<file path="src/sv/debug_response_frame_parser_top_assert.svh">
// Assertion macros used by the parser top-level RTL.
`ifndef DEBUG_RESPONSE_FRAME_PARSER_TOP_ASSERT_SVH
`define DEBUG_RESPONSE_FRAME_PARSER_TOP_ASSERT_SVH

// Same-cycle implication, checked outside reset.
`define DRFP_ASSERT_NOW(label, clk, rst, ante, cons) \
   label: assert property (@(posedge clk) disable iff (rst) (ante) |-> (cons)) \
      else $error("drfp assertion failed");

// Next-cycle implication, checked outside reset.
`define DRFP_ASSERT_NEXT(label, clk, rst, ante, cons) \
   label: assert property (@(posedge clk) disable iff (rst) (ante) |=> (cons)) \
      else $error("drfp assertion failed");

`endif

</file>
<file path="src/sv/drfp_pkg.sv">
`default_nettype none
package drfp_pkg;

   localparam int unsigned ByteWidth  = 8;
   localparam int unsigned WordWidth  = 32;
   localparam int unsigned CountWidth = 4;
   localparam int unsigned StatWidth  = 3;
   localparam int unsigned KindWidth  = 2;

   localparam logic [CountWidth-1:0] MAX_WORDS = 4'd8;

   localparam logic [ByteWidth-1:0] HDR_ACK = 8'h06;
   localparam logic [ByteWidth-1:0] HDR_NAK = 8'h15;
   localparam logic [ByteWidth-1:0] HDR_BEL = 8'h07;

   localparam logic [KindWidth-1:0] KIND_ACK = 2'd0;
   localparam logic [KindWidth-1:0] KIND_NAK = 2'd1;
   localparam logic [KindWidth-1:0] KIND_BEL = 2'd2;

   localparam logic [StatWidth-1:0] ST_ACK_OK  = 3'd0;
   localparam logic [StatWidth-1:0] ST_NAK     = 3'd1;
   localparam logic [StatWidth-1:0] ST_BEL     = 3'd2;
   localparam logic [StatWidth-1:0] ST_CHKERR  = 3'd3;
   localparam logic [StatWidth-1:0] ST_TIMEOUT = 3'd4;
   localparam logic [StatWidth-1:0] ST_UNEXP   = 3'd5;

   typedef struct packed {
      logic                 valid;
      logic [WordWidth-1:0] value_word;
      logic                 is_status;
      logic [StatWidth-1:0] status;
      logic                 is_last;
   } result_type;

endpackage
`default_nettype wire

</file>
<file path="src/sv/drfp_if.sv">
`default_nettype none
interface drfp_req_if import drfp_pkg::*; ();
   logic                  valid;
   logic                  ready;
   logic [ByteWidth-1:0]  rx_byte;
   logic                  rx_timeout;
   logic [CountWidth-1:0] expected_count;

   modport source (output valid, rx_byte, rx_timeout, expected_count, input ready);
   modport sink (input valid, rx_byte, rx_timeout, expected_count, output ready);
endinterface

interface drfp_rsp_if import drfp_pkg::*; ();
   logic                 valid;
   logic                 ready;
   logic [WordWidth-1:0] value_word;
   logic                 is_status;
   logic [StatWidth-1:0] status;
   logic                 is_last;

   modport source (output valid, value_word, is_status, status, is_last, input ready);
   modport sink (input valid, value_word, is_status, status, is_last, output ready);
endinterface
`default_nettype wire

</file>
<file path="src/sv/drfp_core.sv">
`default_nettype none
module drfp_core import drfp_pkg::*; (
   input  wire logic                  clock,
   input  wire logic                  reset,
   input  wire logic                  step_en,
   input  wire logic [ByteWidth-1:0]  rx_byte,
   input  wire logic                  rx_timeout,
   input  wire logic [CountWidth-1:0] expected_count,
   output      result_type            result
);

   typedef enum logic [1:0] {
      PH_IDLE,
      PH_DATA,
      PH_TRAIL
   } phase_type;

   phase_type                   phase_ff, phase_in;
   logic [KindWidth-1:0]        kind_ff, kind_in;
   logic [CountWidth-1:0]       words_ff, words_in;
   logic [1:0]                  pos_ff, pos_in;
   logic [3*ByteWidth-1:0]      acc_ff, acc_in;
   logic [ByteWidth-1:0]        sum_ff, sum_in;
   logic [CountWidth-1:0]       sat_count;

   assign sat_count = (expected_count > MAX_WORDS) ? MAX_WORDS : expected_count;

   always_comb begin
      phase_in = phase_ff;
      kind_in  = kind_ff;
      words_in = words_ff;
      pos_in   = pos_ff;
      acc_in   = acc_ff;
      sum_in   = sum_ff;
      result   = '0;
      if (step_en) begin
         if (rx_timeout) begin
            // timeout wins over whatever the frame was doing
            phase_in         = PH_IDLE;
            words_in         = '0;
            pos_in           = '0;
            acc_in           = '0;
            result.valid     = 1'b1;
            result.is_status = 1'b1;
            result.status    = ST_TIMEOUT;
            result.is_last   = 1'b1;
         end else begin
            case (phase_ff)
               PH_DATA: begin
                  sum_in = sum_ff + rx_byte;
                  if (pos_ff != 2'd3) begin
                     acc_in = {acc_ff[2*ByteWidth-1:0], rx_byte};
                     pos_in = pos_ff + 2'd1;
                  end else begin
                     result.valid      = 1'b1;
                     result.value_word = {acc_ff, rx_byte};
                     pos_in            = '0;
                     acc_in            = '0;
                     words_in          = words_ff - 4'd1;
                     if (words_ff == 4'd1) begin
                        phase_in = PH_TRAIL;
                     end
                  end
               end
               PH_TRAIL: begin
                  phase_in         = PH_IDLE;
                  words_in         = '0;
                  pos_in           = '0;
                  acc_in           = '0;
                  result.valid     = 1'b1;
                  result.is_status = 1'b1;
                  result.status    = (rx_byte == sum_ff) ? {1'b0, kind_ff} : ST_CHKERR;
                  result.is_last   = 1'b1;
               end
               default: begin
                  // idle, and the unused phase code: this byte is a header
                  phase_in = PH_IDLE;
                  words_in = '0;
                  pos_in   = '0;
                  acc_in   = '0;
                  sum_in   = rx_byte;
                  if (rx_byte == HDR_ACK) begin
                     kind_in  = KIND_ACK;
                     words_in = sat_count;
                     phase_in = (sat_count != '0) ? PH_DATA : PH_TRAIL;
                  end else if (rx_byte == HDR_NAK) begin
                     kind_in  = KIND_NAK;
                     phase_in = PH_TRAIL;
                  end else if (rx_byte == HDR_BEL) begin
                     kind_in  = KIND_BEL;
                     phase_in = PH_TRAIL;
                  end else begin
                     result.valid     = 1'b1;
                     result.is_status = 1'b1;
                     result.status    = ST_UNEXP;
                     result.is_last   = 1'b1;
                  end
               end
            endcase
         end
      end
   end

   always_ff @(posedge clock) begin
      if (reset) begin
         phase_ff <= PH_IDLE;
         kind_ff  <= KIND_ACK;
         words_ff <= '0;
         pos_ff   <= '0;
         acc_ff   <= '0;
         sum_ff   <= '0;
      end else begin
         phase_ff <= phase_in;
         kind_ff  <= kind_in;
         words_ff <= words_in;
         pos_ff   <= pos_in;
         acc_ff   <= acc_in;
         sum_ff   <= sum_in;
      end
   end

endmodule
`default_nettype wire

</file>
<file path="src/sv/debug_response_frame_parser_top.sv">
// Debug-link response frame parser.
// req_ch carries one received byte (or a receive timeout) per item, together
// with the word count sampled at an ACK header. rsp_ch carries at most one
// result per byte: a 32-bit big-endian data word, or an end-of-frame status
// (ack ok, nak, bel, checksum error, timeout, unexpected header) with is_last.
// Both channels use valid/ready; an item moves when both are high.
// A byte accepted into the input register has its result loaded into the result
// register when the byte advances, and the result is offered on rsp_ch from there.
// Throughput: one byte per cycle while rsp_ch does not stall, with the frame
// state updated as each byte moves between the two registers.
// Bytes that produce no result simply pass through without occupying rsp_ch.
// When rsp_ch stalls, the held result stays put, and one further byte waits
// in the input register; req_ch.ready drops only while both are full.
// Reset (synchronous, active high) empties both registers and returns the
// parser to idle, awaiting a header byte with a zero running sum.
`default_nettype none
`include "debug_response_frame_parser_top_assert.svh"
module debug_response_frame_parser_top import drfp_pkg::*; (
   input wire logic clock,
   input wire logic reset,
   drfp_req_if.sink   req_ch,
   drfp_rsp_if.source rsp_ch
);

   logic                  in_valid_ff;
   logic [ByteWidth-1:0]  in_byte_ff;
   logic                  in_timeout_ff;
   logic [CountWidth-1:0] in_count_ff;

   logic                  out_valid_ff, out_valid_in;
   logic [WordWidth-1:0]  out_word_ff;
   logic                  out_is_status_ff;
   logic [StatWidth-1:0]  out_status_ff;
   logic                  out_is_last_ff;

   logic       advance;
   result_type result;

   assign advance      = in_valid_ff && (!out_valid_ff || rsp_ch.ready);
   assign req_ch.ready = !in_valid_ff || advance;

   drfp_core u_core (
      .clock          (clock),
      .reset          (reset),
      .step_en        (advance),
      .rx_byte        (in_byte_ff),
      .rx_timeout     (in_timeout_ff),
      .expected_count (in_count_ff),
      .result         (result)
   );

   always_comb begin
      if (advance) begin
         out_valid_in = result.valid;
      end else begin
         out_valid_in = out_valid_ff && !rsp_ch.ready;
      end
   end

   always_ff @(posedge clock) begin
      if (reset) begin
         in_valid_ff  <= 1'b0;
         out_valid_ff <= 1'b0;
      end else begin
         if (req_ch.ready) begin
            in_valid_ff <= req_ch.valid;
         end
         out_valid_ff <= out_valid_in;
      end
   end

   always_ff @(posedge clock) begin
      if (req_ch.ready && req_ch.valid) begin
         in_byte_ff    <= req_ch.rx_byte;
         in_timeout_ff <= req_ch.rx_timeout;
         in_count_ff   <= req_ch.expected_count;
      end
      if (advance && result.valid) begin
         out_word_ff      <= result.value_word;
         out_is_status_ff <= result.is_status;
         out_status_ff    <= result.status;
         out_is_last_ff   <= result.is_last;
      end
   end

   assign rsp_ch.valid      = out_valid_ff;
   assign rsp_ch.value_word = out_word_ff;
   assign rsp_ch.is_status  = out_is_status_ff;
   assign rsp_ch.status     = out_status_ff;
   assign rsp_ch.is_last    = out_is_last_ff;

   `DRFP_ASSERT_NOW(a_status_is_last, clock, reset,
      out_valid_ff && out_is_status_ff, out_is_last_ff && (out_word_ff == '0))
   `DRFP_ASSERT_NOW(a_word_not_last, clock, reset,
      out_valid_ff && !out_is_status_ff, !out_is_last_ff && (out_status_ff == ST_ACK_OK))
   `DRFP_ASSERT_NEXT(a_timeout_reported, clock, reset,
      advance && in_timeout_ff,
      out_valid_ff && out_is_status_ff && (out_status_ff == ST_TIMEOUT))

endmodule
`default_nettype wire

</file>
<file path="src/flat_wrapper.sv">
// flat-port wrapper written by rule: the top's interface ports become plain ports
module debug_response_frame_parser_top_flat import drfp_pkg::*;
  (clock, reset, req_ch_valid, req_ch_rx_byte, req_ch_rx_timeout, req_ch_expected_count, req_ch_ready, rsp_ch_valid, rsp_ch_value_word, rsp_ch_is_status, rsp_ch_status, rsp_ch_is_last, rsp_ch_ready);
  drfp_req_if req_ch_i ();
  drfp_rsp_if rsp_ch_i ();
  input wire logic clock;
  input wire logic reset;
  input wire logic [$bits(req_ch_i.valid)-1:0] req_ch_valid;
  input wire logic [$bits(req_ch_i.rx_byte)-1:0] req_ch_rx_byte;
  input wire logic [$bits(req_ch_i.rx_timeout)-1:0] req_ch_rx_timeout;
  input wire logic [$bits(req_ch_i.expected_count)-1:0] req_ch_expected_count;
  output wire logic [$bits(req_ch_i.ready)-1:0] req_ch_ready;
  output wire logic [$bits(rsp_ch_i.valid)-1:0] rsp_ch_valid;
  output wire logic [$bits(rsp_ch_i.value_word)-1:0] rsp_ch_value_word;
  output wire logic [$bits(rsp_ch_i.is_status)-1:0] rsp_ch_is_status;
  output wire logic [$bits(rsp_ch_i.status)-1:0] rsp_ch_status;
  output wire logic [$bits(rsp_ch_i.is_last)-1:0] rsp_ch_is_last;
  input wire logic [$bits(rsp_ch_i.ready)-1:0] rsp_ch_ready;
  assign req_ch_i.valid = req_ch_valid;
  assign req_ch_i.rx_byte = req_ch_rx_byte;
  assign req_ch_i.rx_timeout = req_ch_rx_timeout;
  assign req_ch_i.expected_count = req_ch_expected_count;
  assign req_ch_ready = req_ch_i.ready;
  assign rsp_ch_valid = rsp_ch_i.valid;
  assign rsp_ch_value_word = rsp_ch_i.value_word;
  assign rsp_ch_is_status = rsp_ch_i.is_status;
  assign rsp_ch_status = rsp_ch_i.status;
  assign rsp_ch_is_last = rsp_ch_i.is_last;
  assign rsp_ch_i.ready = rsp_ch_ready;
  debug_response_frame_parser_top u_core (.clock(clock), .reset(reset), .req_ch(req_ch_i), .rsp_ch(rsp_ch_i));
endmodule
</file>
<file path="config.mk">
export PLATFORM = sky130hd
export DESIGN_NAME = debug_response_frame_parser_top_flat
export DESIGN_NICKNAME = d
export VERILOG_FILES = /design/src/sv/drfp_pkg.sv /design/src/sv/drfp_if.sv /design/src/sv/drfp_core.sv /design/src/sv/debug_response_frame_parser_top.sv /design/src/flat_wrapper.sv
export VERILOG_INCLUDE_DIRS = /design/src /design/src/sv
export SDC_FILE = /design/constraint.sdc
export NUM_CORES = 1
export LEC_CHECK = 0
export BUFFER_PORTS_ARGS = -buffer_cell sky130_fd_sc_hd__buf_2
export CAP_MARGIN = 20
export CORE_UTILIZATION = 37
export DETAILED_ROUTE_END_ITERATION = 8
export SLEW_MARGIN = 0
export SYNTH_ARGS = -nofsm -noshare
export SYNTH_HDL_FRONTEND = slang
export SYNTH_SLANG_ARGS = --single-unit
</file>
<file path="constraint.sdc">
create_clock -name clock -period 5.6 [get_ports clock]
set_input_delay 0.56 -clock clock [delete_from_list [all_inputs] [get_ports clock]]
set_output_delay 0.56 -clock clock [all_outputs]
set_load 0.05 [all_outputs]
</file>
Word-level counts from Yosys, hierarchy flattened
Cells that the tools add are included.
{"block": "word_totals", "register_bits": 94, "in_bits": 17, "output_inout_bits": 39, "elab_cells": 92}
{"block": "op_classes", "n_addsub": 3, "magnitude_cmp": 1, "eq_ne": 10, "muxes": 39, "bitwise_logic": 5, "n_reduce_logical": 18}
{"operator": "$mux W24", "count": 3}
{"operator": "$mux W32", "count": 2}
{"operator": "$mux W38", "count": 1}
{"operator": "$mux W33", "count": 1}
{"operator": "$mux W2", "count": 14}
{"operator": "$mux W5", "count": 4}
{"operator": "$eq A8 B3 Y1 const B", "count": 2}
{"operator": "$mux W4", "count": 4}
{"operator": "$pmux W8 S2", "count": 1}
{"operator": "$pmux W5 S2", "count": 1}
{"operator": "$add A8 B8 Y8", "count": 1}
{"operator": "$eq A8 B5 Y1 const B", "count": 1}
{"operator": "$eq A8 B8 Y1", "count": 1}
{"operator": "$pmux W4 S2", "count": 1}
{"operator": "$ne A3 B2 Y1 const B", "count": 2}
{"operator": "$reduce_and A3 Y1", "count": 2}
{"operator": "$mux W1", "count": 5}
{"operator": "$not A1 Y1", "count": 5}
{"operator": "$eq A4 B1 Y1 const B", "count": 1}
{"operator": "$gt A4 B4 Y1 const B", "count": 1}
{"operator": "$logic_and A1 B1 Y1", "count": 4}
{"operator": "$pmux W2 S2", "count": 1}
{"operator": "$reduce_and A4 Y1", "count": 1}
{"operator": "$reduce_bool A4 Y1", "count": 1}
{"operator": "other kinds (12)", "count": 16}

Logic depth before layout (Yosys ltp)
Gate-level depths: netlist of run 1.
{"block": "logic_depth", "word_depth": 8, "depth_mapped": 8, "mapped_depth_nobuf": 8}

By module
Synthesis of run 1 repeated with hierarchy kept, for this count alone.
{"block": "hier_totals", "hier_cells": 366, "area_unflattened_um2": 4050.1}
{"mod": "drfp_core", "n_inst": 1, "cells_per_inst": 305, "area_per_inst_um2": 2442.3, "seq_area_each_um2": 840.8}
{"mod": "debug_response_frame_parser_top", "n_inst": 1, "cells_per_inst": 61, "area_per_inst_um2": 1607.8, "seq_area_each_um2": 1541.5}

Least setup slack after synthesis of run 1
No wires, ideal clock.
{"block": "synth_path", "path_type": "reg-to-reg", "startpoint": "register u_core.u_core.phase_ff[0]", "endpoint": "register u_core.out_is_last_ff, in the netlist u_core.rsp_ch.is_last (enable)", "setup_ns": 0.441, "arrival_time_ns": 2.919, "t_required_ns": 5.159, "slack_ns": 2.240, "stages_incl_launch_ff": 7, "n_path_buf": 0, "period_less_slack_ns": 3.360, "cell_sequence": "dfxtp_1 > inv_1 > ha_1 > or4b_4 > o22a_1 > nor2_1 > a21oi_1"}
{"block": "synth_between", "elab_chain_cells": 5, "elab_cells_between_ends": 6, "cone_classes": "eq/ne: 2; mux: 3; reduce/logical: 1"}
{"item": "start: declaration", "line": "drfp_core.sv:18", "source": "phase_type phase_ff, phase_in;"}
{"item": "start signal: assignment", "line": "drfp_core.sv:113", "source": "phase_ff <= phase_in;"}
{"item": "$eq A2 B2 Y1 or $eq A2 B1 Y1 (tied branches)", "line": "drfp_core.sv:48", "source": "case (phase_ff)"}
{"item": "$pmux W1 S2 (*)", "line": "drfp_core.sv:48"}
{"item": "$mux W1 (*)", "line": "drfp_core.sv:37", "source": "if (rx_timeout) begin"}
{"item": "$mux W38 (*)", "line": "drfp_core.sv:36", "source": "if (step_en) begin"}
{"item": "$logic_and A1 B1 Y1 (*)", "line": "debug_response_frame_parser_top.sv:78", "source": "if (advance && result.valid) begin"}
{"item": "end signal: assignment", "line": "debug_response_frame_parser_top.sv:82", "source": "out_is_last_ff <= result.is_last;"}
{"item": "end: declaration", "line": "debug_response_frame_parser_top.sv:34", "source": "logic out_is_last_ff;"}
Every way passes the cells marked *; elsewhere a longest branch is shown, timed or not.
A chain may end at the register's enable or synchronous reset.

Final worst setup path of run 1
{"block": "layout_path", "startpoint": "register u_core.u_core.phase_ff[0]", "endpoint": "register u_core.out_word_ff[1], in the netlist u_core.rsp_ch.value_word[1] (enable)"}
{"block": "layout_between", "elab_chain_cells": 5, "elab_cells_between_ends": 6, "cone_classes": "eq/ne: 2; mux: 3; reduce/logical: 1"}
{"item": "$eq A2 B2 Y1 or $eq A2 B1 Y1 (tied branches)", "line": "drfp_core.sv:48"}
{"item": "$pmux W1 S2 (*)", "line": "drfp_core.sv:48"}
{"item": "$mux W1 (*)", "line": "drfp_core.sv:37"}
{"item": "$mux W38 (*)", "line": "drfp_core.sv:36"}
{"item": "$logic_and A1 B1 Y1 (*)", "line": "debug_response_frame_parser_top.sv:78"}
{"item": "end signal: assignment", "line": "debug_response_frame_parser_top.sv:79", "source": "out_word_ff <= result.value_word;"}
{"item": "end: declaration", "line": "debug_response_frame_parser_top.sv:31", "source": "logic [WordWidth-1:0] out_word_ff;"}
Marked as above.

==> results of run 1 <==
## through the flow
stage	util	std cells	setup WS, ns	hold WS [ns]
2_1_floorplan	-	360	2.240	0.4404
6_report	0.4446	555	3.164	0.3626
4_1_cts	0.4400	553	2.956	0.3393
5_1_grt	0.4446	555	3.058	0.3312
3_5_place_dp	0.4219	537	2.569	0.4744
3_3_place_gp	0.4219	537	2.614	0.4591
## flip-flops by register name, summed over array words and instances, names as in the netlist
| signal | flops |
|---|---|
| u_core.in_byte_ff | 8 |
| u_core.in_count_ff | 4 |
| u_core.in_timeout_ff | 1 |
| u_core.in_valid_ff | 1 |
| u_core.rsp_ch.is_last | 1 |
| u_core.rsp_ch.status | 3 |
| u_core.rsp_ch.valid | 1 |
| u_core.rsp_ch.value_word | 32 |
| u_core.u_core.acc_ff | 24 |
| u_core.u_core.kind_ff | 2 |
| u_core.u_core.phase_ff | 2 |
| u_core.u_core.pos_ff | 2 |
| u_core.u_core.sum_ff | 8 |
| u_core.u_core.words_ff | 4 |
## worst paths after layout
kind / slack, ns / to / start
setup / recovery: 3.16 / u_core.rsp_ch.value_word[1]$_SDFFCE_PP0P_ / u_core.u_core.phase_ff[0]$_SDFFE_PP0P_
setup reg to reg: 3.16 / u_core.rsp_ch.value_word[1]$_SDFFCE_PP0P_ / u_core.u_core.phase_ff[0]$_SDFFE_PP0P_
hold reg to reg: 0.48 / u_core.u_core.phase_ff[1]$_SDFFE_PP0P_ / u_core.u_core.phase_ff[1]$_SDFFE_PP0P_
hold / removal: 0.36 / u_core.in_byte_ff[7]$_DFFE_PP_ / req_ch_rx_byte[7]
## placed cells by master, fill, tap and decap left out, drive strengths merged, types with 2 or more instances in the layout
cell / count
a211oi: 5
a21oi: 19
a22oi: 27
a31oi: 3
and2: 33
and3: 2
buf: 59
clkbuf: 9
clkinv: 3
dfxtp: 44
edfxtp: 49
ha: 12
inv: 16
mux2i: 2
nand2: 15
nand2b: 2
nand3: 7
nand4: 2
nand4b: 2
nor2: 45
nor2b: 7
nor3: 7
nor3b: 2
nor4: 3
nor4b: 4
o21a: 2
o21ai: 14
o21bai: 2
o41ai: 2
or2: 2
or3: 2
xor2: 3
## worst max-delay path, stage by stage (launching register included)
cell     delay, ns
dfxtp_1       0.37
inv_1         0.06
ha_1          0.40
or4b_4        0.54
o22a_1        0.20
nor2_1        0.27
a21oi_4       0.14
buf_12        0.20
## area by class of cell
class / count / area [um2]
fill: 1003 / 5786
multi-input combinational: 239 / 1536
clock buffer: 9 / 123.9
tap: 136 / 170.2
sequential: 93 / 2352
inverter: 12 / 45.04
timing repair buffer: 59 / 337.8
clock inverter: 7 / 65.06
## power by group through the flow
stage | sequential (W) | clock, W | combinational, W
6_report | 0.000753 | 0.000425 | 0.000126
5_1_grt | 0.000755 | 0.000466 | 0.000137
4_1_cts | 0.000753 | 0.000441 | 0.000122
3_5_place_dp | 0.000769 | 0 | 0.000122
3_3_place_gp | 0.000768 | 0 | 0.000121
2_1_floorplan | 0.000809 | 0 | 0.0000499
## kinds of logic (layout without fill, tap and decap cells)
kind of cell / after synthesis / count (layout)
flops: 93 / 93
xor+xnor: 4 / 4
fa+ha+maj: 13 / 13
buf+inv: 28 / 87
simple gates: 139 / 139
compound gates: 81 / 81
mux: 2 / 2
## metal layers
metal	up-vias	global-route usage
met5	-	0
met4	0	0.04266
met3	6	0.04414
met2	64	0.2456
met1	1294	0.1896
li1	1415	-
==> impl_metrics.json, run 1 <==
{
  "mappedNetlistNets": 390,
  "drtPass1Iterations": 5,
  "floorplan.die_area_um2": 11210,
  "fin_tns_setup_ns": 0,
  "maxUsedRoutingLayer": "met4",
  "max_fo_critical_path": 32,
  "yosys-mux-area-fraction": 0.005013,
  "grt_first_pass_wirelength_um": 12840,
  "route.final.wire_length_um": 7916,
  "period_needed_ns": 2.436,
  "total_power_w": 0.001303,
  "placement.cell_area_um2": 4394,
  "post_cts_hold_buffer_count": 0,
  "type_of_element_launching_the_critical_path": "register",
  "p_seq_frac": 0.578,
  "synth.most_common_cell": "edfxtp_1",
  "post_cts.resized_instances": 0,
  "worst-slew-pin-transition_ns": 0.8061,
  "start_util": 0.3834,
  "maxSlewHeadroom": 0.4626,
  "synthesis.area_um2": 3994,
  "synth_xor_area_frac": 0.008772,
  "peakVddDrop_uv": 148.4,
  "met2_length_um": 3968,
  "clockPowerShare": 0.326,
  "track_usage": 0.1490,
  "final_antenna_net_count": 0,
  "final_cell_area_excluding_filler_cells_um2": 4631,
  "place.detailed.hpwl_um": 5470,
  "synth_edf_count": 49,
  "cp.arrival_ns": 2.56,
  "power.share.switching": 0.2756,
  "setup_viol_count_final": 0,
  "via_count": 2779,
  "grt_pass1_vias": 2573,
  "clock-skew-final_ns": 0.007725,
  "route.layer.met1.wl_um": 3590,
  "antenna-diode-count": 0,
  "synth_compound_gate_area_share": 0.1353,
  "clock_insertion_delay_worst_skew_ns": 0.36,
  "synth_top_area_frac": 0.3684,
  "tritoncts": "built",
  "yosysUniqueCellTypes": 51,
  "async_flop_share": 0,
  "synth_top_family_by_area": "simple AND/OR/NAND/NOR gates",
  "cts-buffers-inserted": 9,
  "synthToLayoutAreaGrowth_pct": 15.95,
  "worstPathRequired_ns": 5.72,
  "std_cell_rows": 37,
  "gp_routability_congestion": 0.7898,
  "cts.root.buffer_cell": "clkbuf_8",
  "slew_limit_fails": 0,
  "layout.nets": 444,
  "cap_violations": 0,
  "worst-setup-path-type": "reg -> reg",
  "rsz_0062_raised_after_global_routing": "no",
  "cell_internal_pwr_w": 0.0009438,
  "final_hold_viol_count": 0,
  "routed_wirelength_normalized_by_instance_count_um": 14.26,
  "drt_iter0_drc": 181,
  "cts_max_level": 3,
  "clkTransAtPathRegs_ns": 0.10,
  "synth_seq_cells": 93,
  "dieHeight_um": 105.9,
  "post_synth_and_or_nand_nor_area_fraction": 0.1902,
  "final.period_utilization": 0.4350,
  "power_per_standard_cell_area_nw_per_um2": 281.3,
  "cells_taking_the_most_area_after_synthesis": "edfxtp_1, dfxtp_1, and2_1",
  "combinationalPowerShare": 0.096,
  "hp-class": "in -> reg",
  "drive_gt1_frac": 0.2029,
  "post_synth_inst_count": 360,
  "yosys_warnings": 0,
  "synthAdderAreaFrac": 0.04261,
  "run_status": "finished, final reports clean",
  "fmax_ghz": 0.4105,
  "grt_overflow_total": 0,
  "netSwitchingPower_w": 0.0003591,
  "num_io_pins": 56,
  "route.met3.wl_um": 302,
  "core-area_um2": 10420,
  "seq_area_frac_synth": 0.5890,
  "clock_path_buffers": 2,
  "post-synth-top-area-cell": "edfxtp_1",
  "post-route-drc-count": 0,
  "cts.sinks": 93,
  "holdPathStages": 1,
  "synth.cells.most_frequent": "edfxtp_1, nor2_1, dfxtp_1, and2_1, a22oi_1",
  "antenna_found_initial": 0,
  "floorplan.die.width_um": 105.9,
  "worst-r2r-cell-count": 7,
  "crit_path_end_kind": "register",
  "number_of_buffers_inserted_to_repair_setup_after_cts": 0,
  "placement.io_buffers": 55,
  "largest_net_degree_at_the_start_of_global_routing": 43,
  "post_synth.cell_area_avg_um2": 11.09,
  "leakage_nw": 1.707,
  "dominantRegCellSynth": "edfxtp_1",
  "viasPerCell": 5.007
}
Power figures use the tool's default switching activity.
==> inputs of run 2 (changes only) <==
Settings changed: ABC_AREA from default to 1.
Clock period 5.6 ns to 2.05 ns, I/O delays scaled along.
==> run 2 against run 1 <==
Sequential cell count unchanged. Combinational power rose to 2.5 times the previous value. Synthesized cell count up 32%. Critical path type unchanged. Largest cell class unchanged. Final cell count up 23%. Clock skew up 0.011 ns. Worst hold slack worse by 0.33 ns. Total power rose to 2.7 times the previous value. Die area up 3.9%. Non-clock buffer count up 7. Utilization up 0.20 points.
==> impl_metrics.json, run 2 <==
{
  "run_status": "finished, final reports clean",
  "dieHeight_um": 107.9,
  "tritoncts": "built",
  "grt_pass1_vias": 3024,
  "p_seq_frac": 0.570,
  "cells_taking_the_most_area_after_synthesis": "edfxtp_1, dfxtp_1, nand2_1",
  "reg2reg_from": "u_core.in_byte_ff[0]$_DFFE_PP_",
  "synthAdderAreaFrac": 0.04099,
  "cts.sinks": 93,
  "area_of_the_multi_input_gates_um2": 1471,
  "clkTransAtPathRegs_ns": 0.09,
  "grt_overflow_total": 0,
  "mostFrequentLayoutCell": "nand2_1",
  "r2r-end": "u_core.rsp_ch.status[0]$_SDFFCE_PP0P_",
  "floorplan.die.width_um": 107.9,
  "synth_seq_cells": 93,
  "critPathCapture": "u_core.rsp_ch.status[0]$_SDFFCE_PP0P_",
  "number_of_buffers_inserted_to_repair_setup_after_cts": 0,
  "period_needed_ns": 1.938,
  "async_flop_share": 0,
  "placement.io_buffers": 55,
  "final.period_utilization": 0.9455,
  "drive_gt1_frac": 0.1771,
  "cp.depth": 6,
  "post_synth_and_or_nand_nor_area_fraction": 0.2110,
  "slew_limit_fails": 0,
  "cell_internal_pwr_w": 0.002659,
  "route.final.wire_length_um": 8483,
  "clock-skew-final_ns": 0.01884,
  "drt_iter0_drc": 126,
  "clock_insertion_delay_worst_skew_ns": 0.35,
  "cap_violations": 0,
  "synthesis.area_um2": 4151,
  "cp_num_buf_inv": 0,
  "synth_compound_gate_area_share": 0.09825,
  "layout.nets": 567,
  "viasPerCell": 4.639,
  "n_fill_cell": 1084,
  "grt_first_pass_wirelength_um": 13990,
  "placement.cell_area_um2": 4636,
  "dominantRegCellSynth": "edfxtp_1",
  "peakVddDrop_uv": 418.2,
  "yosys-mux-area-fraction": 0,
  "seq_area_frac_synth": 0.5666,
  "antenna_found_initial": 0,
  "worst-setup-path-type": "reg -> reg",
  "slowest_delay_ns": 0.49,
  "setup_viol_count_final": 0,
  "crit_path_end_kind": "register",
  "synth_top_area_frac": 0.3544,
  "type_of_element_launching_the_critical_path": "register",
  "post_cts.resized_instances": 0,
  "worst-r2r-cell-count": 6,
  "final_hold_viol_count": 0,
  "start_util": 0.3813,
  "antenna-diode-count": 0,
  "synthToLayoutAreaGrowth_pct": 17.12,
  "synth.cells.most_frequent": "nand2_1, inv_1, nor2_1, a21oi_1, edfxtp_1",
  "power.share.switching": 0.2543,
  "cp.arrival_ns": 2.03,
  "worstPathCellList": "ha_1, or2_2, nor3_1, nand2_1, o21ai_0, a21oi_1",
  "synth_edf_count": 49,
  "reg2reg_setup_slack_ns": 0.11,
  "floorplan.die_area_um2": 11650,
  "maxSlewHeadroom": 0.6133,
  "post_synth.cell_area_avg_um2": 8.758,
  "post-route-drc-count": 0,
  "mappedNetlistNets": 504,
  "delay_heaviest_family_cp": "simple AND/OR/NAND/NOR gates",
  "netSwitchingPower_w": 0.0009071,
  "rsz_0062_raised_after_global_routing": "no",
  "track_usage": 0.1581,
  "synth.most_common_cell": "nand2_1",
  "clockPowerShare": 0.341,
  "largest_reg_flops": 32,
  "register_area_um2": 2352,
  "slowest_stage": "edfxtp_1",
  "num_io_pins": 56,
  "gp_routability_congestion": 0.8944,
  "max_fo_critical_path": 6,
  "final_cell_area_excluding_filler_cells_um2": 4862,
  "post_synth_inst_count": 474,
  "cts.root.buffer_cell": "clkbuf_8",
  "via_count": 3164,
  "routed_wirelength_normalized_by_instance_count_um": 12.44,
  "drtPass1Iterations": 5,
  "hp-class": "in -> reg",
  "cts_max_level": 3,
  "fin_tns_setup_ns": 0,
  "synth_top_family_by_area": "simple AND/OR/NAND/NOR gates",
  "fmax_ghz": 0.5159,
  "power_per_standard_cell_area_nw_per_um2": 733.5,
  "most-common-layout-cells": "nand2_1, inv_1, nor2_1, buf_2, a21oi_1",
  "combinationalPowerShare": 0.089,
  "final_antenna_net_count": 0,
  "crit_path_start": "u_core.in_byte_ff[0]$_DFFE_PP_",
  "worst-slew-pin-transition_ns": 0.5794,
  "largest_net_degree_at_the_start_of_global_routing": 39,
  "leakage_nw": 1.920,
  "clock_path_buffers": 2,
  "core-area_um2": 10890,
  "worstPathRequired_ns": 2.15,
  "yosysUniqueCellTypes": 33,
  "post-synth-top-area-cell": "edfxtp_1",
  "yosys_warnings": 0,
  "std_cell_rows": 38,
  "place.detailed.hpwl_um": 6019,
  "cts-buffers-inserted": 9,
  "synth_xor_area_frac": 0.004219
}
-- run 2: cell count changes after synthesis, moves of 17 or more --
cell     previous run  this run
nand2_1            15       112
inv_1              10        62
a21oi_1            17        51
and2_1             33         0
a22oi_1            27         0
nand3_1             7        24
-- run 2: metrics by stage --
| step | instances | worst slack (ns) | hold slack, ns | power (W) | util |
|---|---|---|---|---|---|
| 5_1_grt | 682 | 0.01294 | 0.001612 | 0.003719 | 0.4466 |
| 2_1_floorplan | 474 | 0.04286 | 0.3039 | 0.002301 | - |
| 3_3_place_gp | 663 | 0.2456 | 0.3813 | 0.002386 | 0.4258 |
| 4_1_cts | 679 | 0.1436 | 0.006742 | 0.003604 | 0.4438 |
| 6_report | 682 | 0.1116 | 0.03206 | 0.003567 | 0.4466 |
| 3_5_place_dp | 663 | 0.1616 | 0.3831 | 0.002392 | 0.4258 |
-- run 2: kinds of logic (layout without fill, tap and decap cells) --
| kind of cell | Yosys count | in the layout |
|---|---|---|
| AO/OA/AOI/OAI | 75 | 75 |
| XOR/XNOR | 2 | 2 |
| adder cells (fa/ha/maj) | 13 | 13 |
| buffers and inverters | 82 | 150 |
| flip-flops | 93 | 93 |
| AND/OR/NAND/NOR | 209 | 209 |
-- run 2: what timing repair did --
action,in CTS,in global routing
endpoints found under the hold margin,0,3
hold buffers,0,3
setup endpoints to repair,0,0
-- run 2: per-layer routing --
| layer | track usage | vias up | wire [um] |
|---|---|---|---|
| met1 | 0.1939 | 1439 | 3896 |
| li1 | - | 1651 | - |
| met3 | 0.03329 | 4 | 357 |
| met5 | 0 | - | 0 |
| met2 | 0.2738 | 70 | 4170 |
| met4 | 0.05577 | 0 | 59 |
-- run 2: power by group through the flow --
| stage | Clock (W) | Sequential [W] | Combinational, W |
|---|---|---|---|
| final | 0.00122 | 0.00203 | 0.000318 |
| after global routing | 0.00133 | 0.00204 | 0.000349 |
| after CTS | 0.00125 | 0.00203 | 0.000316 |
| after detailed placement | 0 | 0.00208 | 0.000315 |
| after global placement | 0 | 0.00207 | 0.000312 |
| after floorplan | 0 | 0.00215 | 0.000151 |
-- run 2: worst reg2reg max path: stages (launching register included) --
cell and delay (ns):
edfxtp_1 0.49, ha_1 0.32, or2_2 0.27, nor3_1 0.25, nand2_1 0.11, o21ai_0 0.16, a21oi_1 0.08
-- run 2: how the worst min path moves through the flow --
stage	startpoint	to	slack, ns	depth (start not counted)
global placement	req_ch_expected_count[1]	u_core.in_count_ff[1]$_DFFE_PP_	0.38	1
CTS	req_ch_rx_timeout	u_core.in_timeout_ff$_DFFE_PP_	0.007	1
finish	req_ch_rx_byte[4]	u_core.in_byte_ff[4]$_DFFE_PP_	0.03	1
floorplan	req_ch_rx_byte[0]	u_core.in_byte_ff[0]$_DFFE_PP_	0.30	0
detailed placement	req_ch_expected_count[3]	u_core.in_count_ff[3]$_DFFE_PP_	0.38	1
global route	req_ch_expected_count[2]	u_core.in_count_ff[2]$_DFFE_PP_	0.002	1
-- run 2: final cells by class --
cell class	instances	area share
clock buffers	9	0.02548
clock inverters	7	0.01493
inverters	68	0.05430
multi-input cells	299	0.3026
flip-flops and latches	93	0.4838
well taps	140	0.03603
repair buffers	66	0.08286
